==> src/sv/cia_pkg.sv <==
package cia_pkg;

    typedef enum logic [2:0] {
        OP_ADD  = 3'd0,
        OP_SUB  = 3'd1,
        OP_MUL  = 3'd2,
        OP_DIV  = 3'd3,
        OP_POW  = 3'd4,
        OP_FACT = 3'd5
    } op_t;

    localparam logic [2:0] ERR_OK      = 3'd0;
    localparam logic [2:0] ERR_OVF     = 3'd1;
    localparam logic [2:0] ERR_DIVZ    = 3'd2;
    localparam logic [2:0] ERR_NEGEXP  = 3'd3;
    localparam logic [2:0] ERR_NEGFACT = 3'd4;

    typedef struct packed {
        logic [2:0]         req_type;
        logic signed [31:0] operand_a;
        logic signed [31:0] operand_b;
    } req_t;

    typedef struct packed {
        logic signed [63:0] value;
        logic [2:0]         error_code;
    } rsp_t;

    typedef enum logic [2:0] {
        ST_IDLE,
        ST_MUL,
        ST_DIV,
        ST_POWMUL,
        ST_DONE
    } state_t;

endpackage

==> src/sv/checked_integer_alu.sv <==
// Checked integer ALU.
// Input channel s_valid/s_ready carries one word: operation, operand A and
// operand B. Result channel m_valid/m_ready returns one word per input: a
// signed 64-bit value and an error code (value is zero when error is set).
// Add, subtract and trivial cases go from idle straight to the done state.
// Multiply uses a shift-add unit, one bit of B per cycle. Divide uses a
// restoring divider, one quotient bit per cycle. Power and factorial
// repeat the serial multiply: power takes up to 64 products (bounded by
// overflow) and factorial up to 19.
// The serial 64-bit shift-add multiplier sets the rate of these two.
// One word is worked on at a time; s_ready is high only when idle.
// A finished result is held in the output register while m_ready is low;
// the block takes no new word until it has been accepted.
// Reset (aresetn low, synchronous) returns the block to idle with no
// pending result.
module checked_integer_alu
    import cia_pkg::*;
(
    input  logic aclk,
    input  logic aresetn,
    input  logic s_valid,
    output logic s_ready,
    input  req_t s_data,
    output logic m_valid,
    input  logic m_ready,
    output rsp_t m_data
);

    state_t state_reg, state_next;

    logic [2:0]  op_reg;
    logic        neg_reg;          // sign of final result
    logic [63:0] mcand_reg;        // shifting multiplicand (mul) / running product (pow, fact)
    logic [63:0] mplier_reg;       // shifting multiplier
    logic [64:0] acc_reg;          // product accumulator with carry bit
    logic [63:0] absb_reg;         // |base| (pow) / current factor k (fact)
    logic [31:0] cnt_reg;          // remaining steps
    logic [6:0]  bit_reg;          // bit counter in serial unit
    logic [31:0] rem_reg;
    logic [31:0] quo_reg;
    logic [31:0] dvs_reg;
    logic        ovf_reg;          // product overflow seen in power/factorial multiply
    logic [63:0] val_reg;
    logic [2:0]  err_reg;

    logic [63:0] limit;
    assign limit = neg_reg ? 64'h8000_0000_0000_0000 : 64'h7FFF_FFFF_FFFF_FFFF;

    assign s_ready = (state_reg == ST_IDLE);
    assign m_valid = (state_reg == ST_DONE);
    assign m_data.value = val_reg;
    assign m_data.error_code = err_reg;

    // operand decode
    logic signed [32:0] sum_w, dif_w;
    logic [31:0] abs_a, abs_b;
    assign sum_w = {s_data.operand_a[31], s_data.operand_a} + {s_data.operand_b[31], s_data.operand_b};
    assign dif_w = {s_data.operand_a[31], s_data.operand_a} - {s_data.operand_b[31], s_data.operand_b};
    assign abs_a = s_data.operand_a[31] ? (~s_data.operand_a + 32'd1) : s_data.operand_a;
    assign abs_b = s_data.operand_b[31] ? (~s_data.operand_b + 32'd1) : s_data.operand_b;

    logic [64:0] acc_add;
    logic [32:0] rem_sh;
    logic [32:0] rem_dif;
    logic [63:0] mag32;
    assign acc_add = acc_reg + (mplier_reg[0] ? {1'b0, mcand_reg} : 65'd0);
    assign rem_sh  = {rem_reg, mplier_reg[31]};
    assign rem_dif = rem_sh - {1'b0, dvs_reg};
    assign mag32   = acc_reg[63:0];

    always_comb begin
        state_next = state_reg;
        unique case (state_reg)
            ST_IDLE: begin
                if (s_valid) begin
                    state_next = ST_DONE;
                    if (s_data.req_type == OP_MUL) begin
                        state_next = ST_MUL;
                    end else if (s_data.req_type == OP_DIV && s_data.operand_b != 32'd0) begin
                        state_next = ST_DIV;
                    end else if (s_data.req_type == OP_POW && s_data.operand_a != 32'd0
                                 && !s_data.operand_b[31] && abs_a > 32'd1
                                 && s_data.operand_b != 32'd0) begin
                        state_next = ST_POWMUL;
                    end else if (s_data.req_type == OP_FACT && !s_data.operand_a[31]
                                 && s_data.operand_a > 32'd1 && s_data.operand_a <= 32'd20) begin
                        state_next = ST_POWMUL;
                    end
                end
            end
            ST_MUL:    if (bit_reg == 7'd32) state_next = ST_DONE;
            ST_DIV:    if (bit_reg == 7'd32) state_next = ST_DONE;
            ST_POWMUL: begin
                if (bit_reg == 7'd64 && (ovf_reg || acc_reg[64] || acc_reg[63:0] > limit
                                         || cnt_reg == 32'd1))
                    state_next = ST_DONE;
            end
            ST_DONE:   if (m_ready) state_next = ST_IDLE;
            default:   state_next = ST_IDLE;
        endcase
    end

    always_ff @(posedge aclk) begin
        if (!aresetn) begin
            state_reg <= ST_IDLE;
        end else begin
            state_reg <= state_next;
        end
    end

    always_ff @(posedge aclk) begin
        unique case (state_reg)
            ST_IDLE: begin
                op_reg  <= s_data.req_type;
                bit_reg <= '0;
                acc_reg <= '0;
                ovf_reg <= 1'b0;
                val_reg <= '0;
                err_reg <= ERR_OK;
                neg_reg <= s_data.operand_a[31] ^ s_data.operand_b[31];
                unique case (s_data.req_type)
                    OP_ADD: begin
                        if (sum_w[32] != sum_w[31]) err_reg <= ERR_OVF;
                        else val_reg <= {{32{sum_w[31]}}, sum_w[31:0]};
                    end
                    OP_SUB: begin
                        if (dif_w[32] != dif_w[31]) err_reg <= ERR_OVF;
                        else val_reg <= {{32{dif_w[31]}}, dif_w[31:0]};
                    end
                    OP_MUL: begin
                        mcand_reg  <= {32'd0, abs_a};
                        mplier_reg <= {32'd0, abs_b};
                    end
                    OP_DIV: begin
                        if (s_data.operand_b == 32'd0) err_reg <= ERR_DIVZ;
                        mplier_reg <= {32'd0, abs_a};
                        dvs_reg    <= abs_b;
                        rem_reg    <= '0;
                        quo_reg    <= '0;
                    end
                    OP_POW: begin
                        absb_reg   <= {32'd0, abs_a};
                        neg_reg    <= s_data.operand_a[31] & s_data.operand_b[0];
                        cnt_reg    <= s_data.operand_b;
                        mcand_reg  <= 64'd1;
                        mplier_reg <= {32'd0, abs_a};
                        if (s_data.operand_a == 32'd0)
                            val_reg <= (s_data.operand_b == 32'd0) ? 64'd1 : 64'd0;
                        else if (s_data.operand_b[31])
                            err_reg <= ERR_NEGEXP;
                        else if (s_data.operand_b == 32'd0 || s_data.operand_a == 32'd1)
                            val_reg <= 64'd1;
                        else if (s_data.operand_a == 32'hFFFF_FFFF)
                            val_reg <= s_data.operand_b[0] ? 64'hFFFF_FFFF_FFFF_FFFF : 64'd1;
                    end
                    OP_FACT: begin
                        neg_reg    <= 1'b0;
                        // multiply up from 2: product *= k for k = 2..a
                        cnt_reg    <= s_data.operand_a - 32'd1;
                        absb_reg   <= 64'd2;
                        mcand_reg  <= 64'd1;
                        mplier_reg <= 64'd2;
                        if (s_data.operand_a[31]) err_reg <= ERR_NEGFACT;
                        else if (s_data.operand_a > 32'd20) err_reg <= ERR_OVF;
                        else val_reg <= 64'd1;
                    end
                    default: ;
                endcase
            end
            ST_MUL: begin
                bit_reg <= bit_reg + 7'd1;
                if (bit_reg != 7'd32) begin
                    acc_reg    <= acc_add;
                    mcand_reg  <= {mcand_reg[62:0], 1'b0};
                    mplier_reg <= {1'b0, mplier_reg[63:1]};
                end else begin
                    if (neg_reg ? (mag32 > 64'h8000_0000) : (mag32 > 64'h7FFF_FFFF))
                        err_reg <= ERR_OVF;
                    else
                        val_reg <= neg_reg ? (~mag32 + 64'd1) : mag32;
                end
            end
            ST_DIV: begin
                bit_reg <= bit_reg + 7'd1;
                if (bit_reg != 7'd32) begin
                    mplier_reg <= {mplier_reg[62:0], 1'b0};
                    if (rem_sh >= {1'b0, dvs_reg}) begin
                        rem_reg <= rem_dif[31:0];
                        quo_reg <= {quo_reg[30:0], 1'b1};
                    end else begin
                        rem_reg <= rem_sh[31:0];
                        quo_reg <= {quo_reg[30:0], 1'b0};
                    end
                end else begin
                    if (!neg_reg && quo_reg[31])
                        err_reg <= ERR_OVF;
                    else
                        val_reg <= neg_reg ? (~{32'd0, quo_reg} + 64'd1) : {32'd0, quo_reg};
                end
            end
            ST_POWMUL: begin
                // one bit of the multiplier per cycle; flag a carry out or a lost
                // multiplicand bit that a later multiplier bit would still need
                if (bit_reg != 7'd64) begin
                    bit_reg <= bit_reg + 7'd1;
                    if (acc_add[64] || (mcand_reg[63] && (|mplier_reg[63:1])))
                        ovf_reg <= 1'b1;
                    acc_reg    <= acc_add;
                    mcand_reg  <= {mcand_reg[62:0], 1'b0};
                    mplier_reg <= {1'b0, mplier_reg[63:1]};
                end else begin
                    bit_reg <= '0;
                    ovf_reg <= 1'b0;
                    if (ovf_reg || acc_reg[64] || acc_reg[63:0] > limit) begin
                        err_reg <= ERR_OVF;
                        val_reg <= '0;
                    end else begin
                        if (cnt_reg == 32'd1)
                            val_reg <= neg_reg ? (~acc_reg[63:0] + 64'd1) : acc_reg[63:0];
                        cnt_reg <= cnt_reg - 32'd1;
                        acc_reg <= '0;
                        if (op_reg == OP_FACT) begin
                            absb_reg   <= absb_reg + 64'd1;
                            mcand_reg  <= acc_reg[63:0];
                            mplier_reg <= absb_reg + 64'd1;
                        end else begin
                            mcand_reg  <= acc_reg[63:0];
                            mplier_reg <= absb_reg;
                        end
                    end
                end
            end
            default: ;
        endcase
    end

    assert property (@(posedge aclk) disable iff (!aresetn)
        m_valid && m_data.error_code != ERR_OK |-> m_data.value == 64'd0)
        else $error("nonzero value with error");
    assert property (@(posedge aclk) disable iff (!aresetn)
        !(s_ready && m_valid))
        else $error("ready while result pending");
    assert property (@(posedge aclk) disable iff (!aresetn)
        m_valid && !m_ready |=> m_valid && $stable(m_data))
        else $error("held result changed");

endmodule
==> config.mk <==
export PLATFORM = sky130hd
export DESIGN_NAME = checked_integer_alu
export DESIGN_NICKNAME = d
export VERILOG_FILES = /design/src/sv/cia_pkg.sv /design/src/sv/checked_integer_alu.sv
export SDC_FILE = /design/constraint.sdc
export NUM_CORES = 1
export LEC_CHECK = 0
export BUFFER_PORTS_ARGS = -buffer_cell sky130_fd_sc_hd__buf_2
export CORE_MARGIN = 10
export CORE_UTILIZATION = 40
export DETAILED_ROUTE_END_ITERATION = 8
export SETUP_SLACK_MARGIN = 0.2
export SYNTH_ARGS = -nofsm -noshare
export SYNTH_HDL_FRONTEND = slang
export SYNTH_SLANG_ARGS = --single-unit
==> constraint.sdc <==
create_clock -name aclk -period 9.9 [get_ports aclk]
set_input_delay 0.495 -clock aclk [delete_from_list [all_inputs] [get_ports aclk]]
set_output_delay 0.495 -clock aclk [all_outputs]
set_load 0.05 [all_outputs]
==> flow_metrics.env <==
export IMPL_crit_chain="buf_4, buf_4, ha_1, a21oi_1, o21ai_0, a221oi_1, nor2_1, a211oi_1, nand3_1, o21a_1, nor2_1, a21oi_1, a21oi_4, buf_4"
export IMPL_n_fill_cell=8842
export IMPL_synth_edf_count=464
export IMPL_viasPerCell=6.26
export IMPL_yosysTopAreaCell="edfxtp_1"
export IMPL_cts_buffer_depth=3
export IMPL_fin_nets=4341
export IMPL_cp_depth=14
export IMPL_reg2reg_slack_ns=4.02
export IMPL_drive_gt1_frac=0.0778
export IMPL_cts_buffers=58
export IMPL_setup_tns_ns=0
export IMPL_cts_setup_buffers=0
export IMPL_initial_core_util=0.404
export IMPL_yosysWarnings=0
export IMPL_fp_dieH_um=321
export IMPL_reg2reg_to="cnt_reg[20]"
export IMPL_first_pass_iters=7
export IMPL_pwr_density_cell_nw_per_um2=284
export IMPL_dpl_hpwl_mm=98.6
export IMPL_synthCells=4018
export IMPL_cts_htree_levels=2
export IMPL_async_flop_share=0
export IMPL_cp_data_required_time_ns=10.20
export IMPL_clock_latency_ns=0.69
export IMPL_grt_pass1_vias=30733
export IMPL_worst_ep_arrival_time_ns=6.18
export IMPL_min_period_ns=5.88
export IMPL_ctsResizeCount=0
export IMPL_vias=32856
export IMPL_cp_slowest_cell="buf_4"
export IMPL_power_mw=11.3
export IMPL_synth_area_leaders="edfxtp_1 (38%), ha_1 (8.2%), o21ai_0 (5.1%), xor2_1 (4.6%), a21oi_1 (3.7%)"
export IMPL_synth_area_sq_um=36300
export IMPL_die_x_um=321
export IMPL_placedCellCount=5143
export IMPL_synthTopCellsByCount="edfxtp_1 (464), o21ai_0 (367), nand2_1 (337)"
export IMPL_synth_top_area_frac=0.383
export IMPL_synth_flop_cell="edfxtp_1"
export IMPL_r2r_cells=14
export IMPL_hold_buffers=0
export IMPL_synth_avg_cell_area_sq_um=9.04
export IMPL_reg2reg_from="neg_reg"
export IMPL_register_area_sq_um=14000
export IMPL_final_cells=5252
export IMPL_drc=0
export IMPL_ys_seq_area_frac=0.385
export IMPL_worst_pin_slew_ns=1.19
export IMPL_cp_end_kind="register"
export IMPL_hold_path_class="input pin to register"
export IMPL_skew_ns=0.0303
export IMPL_largest_reg_flops=65
export IMPL_portBuffers=139
export IMPL_fp_row_count=110
export IMPL_root_buffer="clkbuf_16"
export IMPL_core_region_area_sq_um=90000
export IMPL_multiInputGateArea_sq_um=21100
export IMPL_crit_top_cell="buf_4"
export IMPL_maxCapViolations=0
export IMPL_cp_top_family="buffers and inverters"
export IMPL_finalCritPeriodShare=0.594
export IMPL_gp_congestion=0.990
export IMPL_final_antenna_net_count=0
export IMPL_grt_setup_unrepaired="false"
export IMPL_path_buf_inv=3
export IMPL_crit_start="neg_reg"
export IMPL_synth_seq_cells=467
export IMPL_synth_cell_type_count=84
export IMPL_critPathLaunchType="register"
export IMPL_critPathMaxStageDelay_ns=0.84
export IMPL_setup_violations=0
export IMPL_leakage_nw=15.2
export IMPL_grt_pass1_wl_mm=198
export IMPL_hold_viol=0
export IMPL_cts_tree="yes"
export IMPL_overflow=0
export IMPL_syn_nets=4332
export IMPL_dieArea_sq_um=103000
export IMPL_clock_sinks=467
export IMPL_antenna_found_initial=14
export IMPL_slew_violations=0
export IMPL_yosysMostFrequentCell="edfxtp_1"
export IMPL_drt_total_wl_mm=132
export IMPL_peakVddDrop_mv=0.202
export IMPL_avgRoutedWirePerCell_um=25.2
export IMPL_fmax_mhz=170
export IMPL_syn2layout_area_growth_pct=9.88
export IMPL_crit_fanout=89
export IMPL_crit_end="cnt_reg[20]"
export IMPL_clk_pin_slew_worst_paths_ns=0.06
export IMPL_grt_max_degree=90
export IMPL_relSlewSlack=0.201
export IMPL_status="completed"
export IMPL_drt_iter0_drc=3753
export IMPL_io_pins=140
export IMPL_path_class="register to register"
export IMPL_gr_usage_all_layers=0.247
[placed cells by master, fill, tap and decap left out, types with 66 or more instances in the layout]
cell      instances
nor3_1           77
xnor2_1         152
and2_1           89
nand4_1          66
nand2_1         335
a21oi_1         263
edfxtp_1        464
xor2_1          190
buf_2           139
ha_1            239
inv_1           139
o21ai_0         367
nand3_1          97
a21o_1           78
nor2_1          329
[worst reg2reg max path: cells and delay by family, from the launching register on]
kind | cells | cell delay [ns]
buffers and inverters | 3 | 2.25
AOI/OAI and AO/OA | 7 | 2.02
DFF | 1 | 0.32
and+or+nand+nor | 3 | 0.38
adders and majority gates | 1 | 0.47
[final cells by class]
cell class / count / share of cell area
Tap cell: 1176 / 0.0369
Timing Repair Buffer: 180 / 0.0251
Clock inverter: 36 / 0.00856
Inverter: 143 / 0.0134
Sequential cell: 467 / 0.350
Clock buffer: 69 / 0.0374
Multi-Input combinational cell: 3177 / 0.528
Antenna cell: 4 / 0.000251
[worst min path at each step]
stage,from,to,cells past startpoint
floorplan,mcand_reg[2],mcand_reg[3],2
global placement,mcand_reg[3],mcand_reg[4],2
detailed placement,mcand_reg[2],mcand_reg[3],2
CTS,s_data[65],op_reg[1],1
global route,s_data[65],op_reg[1],1
finish,s_data[65],op_reg[1],1
[stage by stage]
step                cell area, sq um  setup WS, ns  utilization  hold slack, ns
floorplan                      36300         0.978            -           0.501
global placement               38100          3.73        0.423           0.530
detailed placement             38100          3.71        0.423           0.537
CTS                            39900          4.07        0.443          0.0402
global route                   39900          3.70        0.444          0.0747
finish                         39900          4.02        0.444          0.0791
[metal layers]
metal / track usage / vias to the layer above / part of all wire
met5: 0 / - / 0.00063
met4: 0.0971 / 14 / 0.044
met3: 0.0543 / 322 / 0.093
met2: 0.364 / 1473 / 0.42
met1: 0.347 / 15918 / 0.44
li1: - / 15129 / -
[cells by family (layout without fill, tap and decap cells)]
group | count (synthesis) | in the layout | share of synthesized area
adders and majority gates | 243 | 243 | 0.0845
DFF | 467 | 467 | 0.385
other | 0 | 4 | 0
AOI/OAI and AO/OA | 1249 | 1249 | 0.222
xor gates and xnor gates | 342 | 342 | 0.0824
and+or+nand+nor | 1311 | 1311 | 0.178
buffers and inverters | 374 | 428 | 0.0390
muxes | 32 | 32 | 0.00885
[power by group]
part / internal (mW) / switching, mW
combinational: 1.62 / 3.50
clock: 1.18 / 0.943
sequential: 3.33 / 0.773
total: 6.13 / 5.21
Power figures use the tool's default switching activity.
